### src/rtl/point_to_depth_pixel_projector_macros.svh
`ifndef POINT_TO_DEPTH_PIXEL_PROJECTOR_MACROS_SVH
`define POINT_TO_DEPTH_PIXEL_PROJECTOR_MACROS_SVH
// Implication in the same cycle, disabled in reset
`define PTD_ASSERT_SAME(lbl, ante, cons, msg) \
  lbl: assert property (@(posedge clk_i) disable iff (!rst_ni) (ante) |-> (cons)) \
    else $error(msg);
// Implication in the next cycle, disabled in reset
`define PTD_ASSERT_NEXT(lbl, ante, cons, msg) \
  lbl: assert property (@(posedge clk_i) disable iff (!rst_ni) (ante) |=> (cons)) \
    else $error(msg);
`endif

### src/rtl/ptd_pkg.sv
package ptd_pkg;
  localparam int FOCAL_W = 20;
  localparam int SIZE_W  = 13;
  localparam int DEPTH_W = 16;
  localparam int CFG_IDX_W = 3;

  typedef enum logic [CFG_IDX_W-1:0] {
    CFG_FOCAL_X  = 3'd0,
    CFG_FOCAL_Y  = 3'd1,
    CFG_CENTER_X = 3'd2,
    CFG_CENTER_Y = 3'd3,
    CFG_WIDTH    = 3'd4,
    CFG_HEIGHT   = 3'd5
  } ptd_cfg_e;

  localparam logic [FOCAL_W-1:0] FOCAL_X_RST  = 20'd149152;
  localparam logic [FOCAL_W-1:0] FOCAL_Y_RST  = 20'd149169;
  localparam logic [FOCAL_W-1:0] CENTER_X_RST = 20'd80140;
  localparam logic [FOCAL_W-1:0] CENTER_Y_RST = 20'd61042;
  localparam logic [SIZE_W-1:0]  WIDTH_RST    = 13'd640;
  localparam logic [SIZE_W-1:0]  HEIGHT_RST   = 13'd480;

  // sideband that rides with each item down the pipe
  typedef struct packed {
    logic               keep;
    logic [DEPTH_W-1:0] depth;
  } ptd_side_t;
endpackage

### src/rtl/ptd_axis_front.sv
module ptd_axis_front import ptd_pkg::*; #(
  parameter int CB = 24,
  parameter int P  = 12,
  parameter int W  = CB + P + 22,
  parameter int DW = CB + 8
) (
  input  logic                 clk_i,
  input  logic                 en_i,
  input  logic signed [CB-1:0] p_i,
  input  logic signed [CB-1:0] z_i,
  input  logic [FOCAL_W-1:0]   focal_i,
  input  logic [FOCAL_W-1:0]   center_i,
  output logic [W-1:0]         rem_o,
  output logic [DW-1:0]        den_o,
  output logic                 ovf_o
);
  localparam int PW = CB + FOCAL_W + 1;
  localparam int NW = PW + 1;

  logic signed [PW-1:0] prod_p_q, prod_c_q;
  logic [CB-1:0]        z_q;
  logic signed [NW-1:0] num;
  logic [NW-1:0]        mag;
  logic [W-1:0]         mag_w, lim_w;
  logic [DW-1:0]        den_d;

  // stage A: the two products
  always_ff @(posedge clk_i) begin
    if (en_i) begin
      prod_p_q <= p_i * $signed({1'b0, focal_i});
      prod_c_q <= $signed({1'b0, center_i}) * z_i;
      z_q      <= z_i;
    end
  end

  // stage B: numerator magnitude, denominator, range check
  always_comb begin
    num   = NW'(prod_p_q) + NW'(prod_c_q);
    mag   = num[NW-1] ? NW'(-num) : NW'(num);
    mag_w = W'(mag);
    den_d = {z_q, 8'd0};
    lim_w = W'(den_d) << P;
  end

  always_ff @(posedge clk_i) begin
    if (en_i) begin
      rem_o <= mag_w;
      den_o <= den_d;
      ovf_o <= (mag_w >= lim_w);
    end
  end
endmodule

### config.mk
export PLATFORM = sky130hd
export DESIGN_NAME = ptd_axis_front
export DESIGN_NICKNAME = d
export VERILOG_FILES = /design/src/rtl/point_to_depth_pixel_projector_macros.svh /design/src/rtl/ptd_pkg.sv /design/src/rtl/ptd_axis_front.sv
export SDC_FILE = /design/constraint.sdc
export NUM_CORES = 2
export LEC_CHECK = 0
export BUFFER_PORTS_ARGS = -buffer_cell sky130_fd_sc_hd__buf_2
export CORE_MARGIN = 2
export CORE_UTILIZATION = 54
export DETAILED_ROUTE_END_ITERATION = 7
export GPL_ROUTABILITY_DRIVEN = 0
export PLACE_DENSITY_LB_ADDON = 0.3
export SYNTH_ARGS = -nofsm -noshare
export SYNTH_HDL_FRONTEND = slang
export SYNTH_SLANG_ARGS = --single-unit
### constraint.sdc
create_clock -name clk_i -period 8.2 [get_ports clk_i]
set_clock_uncertainty 0.1 [all_clocks]
set_input_delay 0.82 -clock clk_i [delete_from_list [all_inputs] [get_ports clk_i]]
set_output_delay 0.82 -clock clk_i [all_outputs]
set_load 0.005 [all_outputs]
==> flow_summary.toml <==
[drt]
ant_nets = 0
firstDrtPassIters = 6
drtIter0Drc = 2117
wl_per_cell_um = 18.7
via_per_inst = 5.50
drc = 0
vias = 32600
wl_um = 111000

[timing]
hold_violations = 0
min_period_ns = 7.73
hold_slack_ns = 0.341
post-route-period-util = 0.942
finalSetupViolations = 0
drv_slew = 0
rsz0062_at_grt = "no"
maxSlewHeadroom = 0.155
fmax_mhz = 129
worst_pin_slew_ns = 1.24

[cts]
postCtsHoldBufs = 0
clk_latency_ns = 0.48
post_cts_buffers = 0
cts_buffer_depth = 2
ctsResizeCount = 0
cts.sinks = 185
root_buffer = "clkbuf_16"
htree_levels = 4
cts_made_buffers = 17
cts_tree = "done"
clk_pin_slew_ns = 0.09

[die]
rows = 106
dieWidth_um = 295
dieArea_mm2 = 0.0870
coreArea_mm2 = 0.0837
start_util = 0.546
die_h_um = 295
io_pins = 181

[synthesis]
synth_top_cell_area_share = 0.430
synth_flop_cell = "edfxtp_1"
synth.avg_cell_area_um2 = 9.67
synth.area.top_cells = "fa_1 (43%), edfxtp_1 (12%), and2_1 (8.7%)"
async_reset_ff_frac = 0
yosys.area.top_type = "fa_1"
netlist_area_mm2 = 0.0457
syn_inst = 4727
ys_seq_area_frac = 0.122
synth_edf_count = 185
ys_ff_latch = 185
ys_warn_count = 0
synth_common_cells = "inv_1 (994), fa_1 (983), and2_1 (635), nand2_1 (428), ha_1 (308)"
yosysMostFrequentCell = "inv_1"
synth_cell_types = 80

[worst_setup_path]
start_kind = "flop"
cp-end-kind = "flop"
r2r_setup_slack_ns = 0.47
criticalPathCategory = "flop to flop"
path_cells = "ha_1, fa_1, a21o_1, a221oi_4, a211oi_2, a211oi_1, o21ai_1, xnor2_1, nand4_1, nor4_1, nand2_1, o31ai_1, xnor2_1, ha_1, nand2_1, nor2_1, o2111ai_1, nor4_1, o2111ai_1, nand4b_1"
cp.arrival_ns = 7.95
crit_slowest_cell = "nor4_1"
worstPathMaxFanout = 5
slowest_delay_ns = 1.02
worstPathRequired_ns = 8.43

[global_route]
grt_pass1_wl_um = 183000
overflow = 0
grt_pass1_vias = 35200
gr-usage-all-layers = 0.271
antenna_found_initial = 1
grt_max_degree = 72

[cells_and_area]
nFillCells = 7216
drive_above_1_share = 0.0648
antenna_cells = 0
nNetsFinal = 6165
fin_cells = 5931
area_growth_pct = 5.81

[outcome]
status = "finished clean"

[placed_design]
place_inst = 5899
place_hpwl_um = 92300
port_buffers = 160

[job]
maxCapViolations = 0

[worst_hold_path]
worstHoldPathType = "flop to flop"
## final cells by class
cell class | count | area, um2 | share of cell area
inverter | 994 | 3730 | 0.0771
clock inverter | 15 | 204 | 0.00422
sequential | 185 | 5560 | 0.115
clock buffer | 17 | 425 | 0.00879
tap | 1134 | 1420 | 0.0293
timing repair buffer | 249 | 1480 | 0.0305
multi-input combinational | 3337 | 35600 | 0.735
## metal layers
layer / share of wire / GRT usage / up-vias
met2: 0.50 / 0.469 / 1161
met5: 0 / 0 / -
met3: 0.065 / 0.0326 / 263
li1: - / - / 14500
met1: 0.39 / 0.351 / 16700
met4: 0.041 / 0.0992 / 0
## placed cells by master (no fill, tap or decap), drive strengths merged, types with 23 or more instances in the layout
master,Yosys,layout
a21o,67,67
a21oi,138,138
and2,636,636
and3,23,23
buf,22,248
edfxtp,185,185
fa,983,983
ha,308,308
inv,994,1004
nand2,429,429
nand3,33,33
nor2,105,105
nor3,42,42
o21a,34,34
o21ai,89,89
o21bai,25,25
xnor2,121,121
xor2,44,44
## state kept, by name, indices dropped and copies added (netlist names)
signal and count:
rem_o 46, ovf_o 1, z_q 24, prod_c_q 45, prod_p_q 45, den_o 24
## worst max-delay path, delay by kind of cell (launching register included)
family / cells / cell delay, ns
and+or+nand+nor: 7 / 2.76
adders and majority gates: 3 / 1.11
xor gates and xnor gates: 2 / 0.56
DFF: 1 / 0.43
AOI/OAI and AO/OA: 8 / 2.61
## path summary, 6_finish.rpt
path         depth (start not counted)                  end                  start
min reg2reg                          0  den_o[29]$_DFFE_PP_      z_q[21]$_DFFE_PP_
max reg2reg                         20      ovf_o$_DFFE_PP_  prod_p_q[0]$_DFFE_PP_
max                                 20      ovf_o$_DFFE_PP_  prod_p_q[0]$_DFFE_PP_
min                                  0  den_o[29]$_DFFE_PP_      z_q[21]$_DFFE_PP_
## cell families after synthesis
family / after synthesis / share of synthesized area
AND/OR/NAND/NOR: 1381 / 0.160
adder cells (fa/ha/maj): 1291 / 0.515
buffers and inverters: 1224 / 0.102
AO/OA/AOI/OAI: 474 / 0.0678
flip-flops: 185 / 0.122
XOR/XNOR: 165 / 0.0319
multiplexers: 6 / 0.00134
other: 1 / 0.0000820
## metrics by stage
| stage | cell area (um2) | worst slack (ns) | util | TNS, ns |
|---|---|---|---|---|
| 4_1_cts | 48400 | 0.433 | 0.578 | 0 |
| 3_5_place_dp | 47700 | -0.00887 | 0.570 | -0.00887 |
| 5_1_grt | 48400 | 0.0882 | 0.578 | 0 |
| 2_1_floorplan | 45800 | 0.541 | - | 0 |
| 3_3_place_gp | 47700 | 0.0816 | 0.570 | 0 |
| 6_report | 48400 | 0.473 | 0.578 | 0 |
Power is left out: the tool's default activity adds up to more than one toggle a clock period on the data nets, which glitch-free logic cannot reach.
