==> config.mk <==
export PLATFORM = sky130hd
export DESIGN_NAME = ptd_div_step
export DESIGN_NICKNAME = d
export VERILOG_FILES = /design/src/rtl/point_to_depth_pixel_projector_macros.svh /design/src/rtl/ptd_div_step.sv
export SDC_FILE = /design/constraint.sdc
export NUM_CORES = 1
export LEC_CHECK = 0
export BUFFER_PORTS_ARGS = -buffer_cell sky130_fd_sc_hd__buf_2
export CAP_MARGIN = 40
export CORE_ASPECT_RATIO = 1.4
export CORE_MARGIN = 8
export CORE_UTILIZATION = 35
export DETAILED_ROUTE_END_ITERATION = 10
export PLACE_DENSITY_LB_ADDON = 0.3
export RECOVER_POWER = 100
export SYNTH_ARGS = -nofsm -noshare
export SYNTH_HDL_FRONTEND = slang
export SYNTH_SLANG_ARGS = --single-unit
==> constraint.sdc <==
create_clock -name clk_i -period 5.5 [get_ports clk_i]
set_clock_uncertainty 0.15 [all_clocks]
set_input_delay 0 -clock clk_i [delete_from_list [all_inputs] [get_ports clk_i]]
set_output_delay 0 -clock clk_i [all_outputs]
set_load 0.02 [all_outputs]
==> src/rtl/point_to_depth_pixel_projector_macros.svh <==
`ifndef POINT_TO_DEPTH_PIXEL_PROJECTOR_MACROS_SVH
`define POINT_TO_DEPTH_PIXEL_PROJECTOR_MACROS_SVH
// Implication in the same cycle, disabled in reset
`define PTD_ASSERT_SAME(lbl, ante, cons, msg) \
  lbl: assert property (@(posedge clk_i) disable iff (!rst_ni) (ante) |-> (cons)) \
    else $error(msg);
// Implication in the next cycle, disabled in reset
`define PTD_ASSERT_NEXT(lbl, ante, cons, msg) \
  lbl: assert property (@(posedge clk_i) disable iff (!rst_ni) (ante) |=> (cons)) \
    else $error(msg);
`endif

==> src/rtl/ptd_div_step.sv <==
module ptd_div_step #(
  parameter int W     = 58,
  parameter int DW    = 32,
  parameter int P     = 12,
  parameter int SHIFT = 0
) (
  input  logic          clk_i,
  input  logic          en_i,
  input  logic [W-1:0]  rem_i,
  input  logic [DW-1:0] den_i,
  input  logic [P-1:0]  q_i,
  input  logic          ovf_i,
  output logic [W-1:0]  rem_o,
  output logic [DW-1:0] den_o,
  output logic [P-1:0]  q_o,
  output logic          ovf_o
);
  logic [W-1:0] trial;
  logic         ge;
  logic [P-1:0] q_d;

  // one restoring quotient bit
  always_comb begin
    trial    = W'(den_i) << SHIFT;
    ge       = (rem_i >= trial);
    q_d      = q_i;
    q_d[SHIFT] = ge;
  end

  always_ff @(posedge clk_i) begin
    if (en_i) begin
      rem_o <= ge ? rem_i - trial : rem_i;
      den_o <= den_i;
      q_o   <= q_d;
      ovf_o <= ovf_i;
    end
  end
endmodule
==> summary.md <==
The tools report the category of the worst setup path capture point as a flop. The largest single stage delay on the critical path is 0.57 ns. In the finished design, the share of the clock period the worst path needs comes to 89.2%. The via count of the routed design is 5406, and the maximum level of the CTS H-tree is 3. The tools report the worst path setup slack after routing as 0.594 ns. The cell that appears most often on the critical path is sky130_fd_sc_hd__or3_1. The final count of hold timing violations came out at 0.

The total of max-cap violations came out at 1. Final hold analysis gives a worst-case slack of 0.205 ns. The detailed-router iteration count before antenna repair came out at 4.

After clock tree synthesis, the clock-pin slew on the worst setup and hold paths is 0.07 ns. In this run the count of I/O pins placed on the die edge is 208. The cell with the largest stage delay on the worst path was sky130_fd_sc_hd__or4_1. Sorting the synthesized cells by area gives the leading types as sky130_fd_sc_hd__edfxtp_1 (52%), sky130_fd_sc_hd__ha_1 (6.7%), sky130_fd_sc_hd__a21oi_1 (5.0%). The worst pin sits at a relative slew slack of -82.1%. In this run the biggest area consumer among cell types represents 52.1% of the synthesized area.

The tools report the number of diodes added for antenna fixing as 0. For this design, the sink count on the clock tree is 103. Input and output buffers added on the ports amount to 206. The final reports fail on capacitance limit, slew limit. The die covers 21400 µm². Post-CTS repair changed the size of 0 cells.

The first global-routing pass estimated 29000 µm of wire. Detailed-route vias per instance: 5.01. The count of final max-slew check failures is 52. The net count reported at finish came out at 1010. The data required time of the critical path came out at 5.46 ns. In this run the worst path has a maximum fanout of 34. Entering global routing, the biggest net connects 54 pins. TritonCTS built the clock tree. After synthesis, the share of flip-flops with an asynchronous set or reset is 0%.

Setup repair after global routing left no endpoint under its margin. At the end of the flow the core is filled with cells to 50.1%. Cells with a size suffix above 1 make up 12.2% of the layout. The area growth from synthesis to layout is 40.7%. The share of total power dissipated in combinational logic is 26.4%.

In the layout the commonest cells are sky130_fd_sc_hd__clkbuf_1 (123), sky130_fd_sc_hd__dlygate4sd3_1 (111), sky130_fd_sc_hd__edfxtp_1 (103), sky130_fd_sc_hd__buf_2 (83), sky130_fd_sc_hd__a21oi_1 (59). Commonest non-fill, non-tap cell in the layout: sky130_fd_sc_hd__clkbuf_1. For this block, the initial DRC count from the detailed router was 290. After legalization and detailed placement, the total HPWL measured 13200 µm. The count of flip-flops with a built-in enable after synthesis came out at 103. The number of global-route vias before repair is 5665, and the mapped cell area is 5930 µm². Post-CTS timing repair inserted 0 buffers for setup. The worst-case IR drop observed on VDD is 0.149 mV.

The maximum achievable frequency was 204 MHz; the number of buffers created by CTS was 9. For this design the static power due to leakage is 3.32 nW. The category of the most critical setup path was in -> reg.

For the number of antenna violations at the first check in global routing, the log shows 0. The tools report the number of fill cells as 1625. The count of warnings emitted by yosys came out at 0.

The average cell area after synthesis came out at 10.6 µm². The floorplan has 56 rows. Among all flip-flop cells after synthesis, the most frequent one is sky130_fd_sc_hd__edfxtp_1. The wire length per cell after detailed routing came out at 17.1 µm. The tools report the number of cells in the design after placement as 953. The top cell type by total area after synthesis is sky130_fd_sc_hd__edfxtp_1. The post-place setup slack is 1.15 ns. Share of power burned in the clock network: 27.8%. For the pin with the worst max-slew slack, the measured transition is 2.73 ns. Measured along the x axis, the die boundary spans 126 µm. The leftover overflow at the end of global routing is 0, and the wire length reported by the detailed router is 18500 µm. Clock tree synthesis selected as its root buffer the cell sky130_fd_sc_hd__clkbuf_16.

The run gives 2 as the buffer levels on the longest clock path. The nature of the critical path startpoint is an input pin. The power dissipated by switching net loads is 0.673 mW, and the count of placed standard cells in the final layout, fillers left out is 1080.

Power per cell area: 260 nW/µm². Once the floorplan was initialized, standard cells occupied 35.6% of the core. After clock tree synthesis, the flow added hold-fix buffers numbering 111. The flow ran to the end, but the final reports show violations. The total area inside the core boundary comes to 16700 µm². Setup total negative slack on the finished layout was measured at 0 ns.

For this run, the register share of the synthesized area comes to 52.1%. Grouping stages by cell kind, the critical path spends the most delay in simple AND/OR/NAND/NOR gates. The number of library cell types mapped by synthesis was 50; the number of instances in the synthesized netlist was 559. The post-route minimum period was 4.91 ns; the synthesized netlist net count was 697. The tools report the data arrival time of the critical path as 4.86 ns. The number of nets with antenna violations after routing was 0. For this run, design rule violations remaining after detail routing come to 0. After synthesis the netlist holds a flip-flop and latch count of 103.

Global routing used 17.1% of the available tracks across all layers. The internal power of the cells totals 1.49 mW. In this run the vertical extent of the chip is 170 µm. Number of buffers and inverters on the critical path: 4.

The class of the worst hold path was in -> reg. The signal on the critical path passes through dlygate4sd3_1 > clkbuf_1 > or4_1 > or3_1 > or4_1 > or3_1 > or3_1 > nand3b_1 > o21ba_4 > inv_2 > nand4_1 > xnor2_1 > dlygate4sd3_1. The portion of total power attributed to sequential cells was 45.7%; the last weighted congestion value of the routability-driven placer was 0.809. The final-report setup violation count was 0; the fraction of power spent switching nets was 31.1%.
-- state kept, by name, summed over array words and instances, names as in the netlist --
signal / cells
ovf_o: 1
den_o: 32
q_o: 12
rem_o: 58
-- cell usage after synthesis (all sizes together), types with 2 or more instances --
| library cell | n |
|---|---|
| nand3b | 2 |
| inv | 45 |
| o2111ai | 8 |
| buf | 7 |
| nor2b | 3 |
| ha | 32 |
| a21o | 15 |
| nor2 | 48 |
| xor2 | 25 |
| nor4b | 3 |
| nand4 | 14 |
| nor4 | 15 |
| o21a | 6 |
| or2 | 2 |
| and3 | 2 |
| o21ai | 21 |
| nand2b | 5 |
| or4 | 2 |
| nand3 | 13 |
| a21oi | 59 |
| or3 | 7 |
| xnor2 | 28 |
| nand2 | 46 |
| clkbuf | 11 |
| nor3 | 9 |
| edfxtp | 103 |
| o211ai | 4 |
| a211oi | 3 |
| o221ai | 2 |
| o21bai | 4 |
| a31oi | 2 |
-- worst paths after layout --
check,endpoint,depth (start not counted),slack (ns),from
worst min-delay path,q_o[1],2,0.21,q_i[1]
worst max-delay path,rem_o[35],13,0.59,rem_i[44]
-- stage by stage --
step	area (µm²)	total power, mW
after floorplan	5930	1.34
after global placement	7140	1.53
after detailed placement	7140	1.54
after CTS	8520	2.20
after global routing	8350	2.27
final	8350	2.17
-- final cells by class --
cell class	count	area [µm²]	area share, %
inverter	45	169	2.02
tap	203	254	3.04
clock inverter	6	37.5	0.450
timing repair buffer	320	2010	24.0
sequential	103	3090	37.1
clock buffer	10	229	2.74
multi-input combinational	393	2560	30.7
-- metal layers --
| layer | vias up | routed length (µm) | track usage (%) |
|---|---|---|---|
| met5 | - | 0 | 0 |
| met4 | 0 | 359 | 6.51 |
| met3 | 25 | 1350 | 5.23 |
| met2 | 166 | 9670 | 31.1 |
| met1 | 2526 | 7100 | 18.1 |
| li1 | 2689 | - | - |
-- kinds of logic after synthesis --
logic type      count (synthesis)  synth area share [%]
xor+xnor                       53                  7.82
compound gates                134                  14.3
flops                         103                  52.1
buf+inv                        63                  4.58
fa+ha+maj                      33                  7.09
simple gates                  173                  14.1
-- power groups by stage --
| stage | registers [mW] | logic [mW] | clock network [mW] |
|---|---|---|---|
| floorplan | 1.12 | 0.220 | 0 |
| global placement | 1.00 | 0.532 | 0 |
| detailed placement | 1.00 | 0.536 | 0 |
| CTS | 0.986 | 0.601 | 0.618 |
| global route | 0.999 | 0.626 | 0.642 |
| finish | 0.991 | 0.573 | 0.603 |
(Power assumes the default switching activity.)
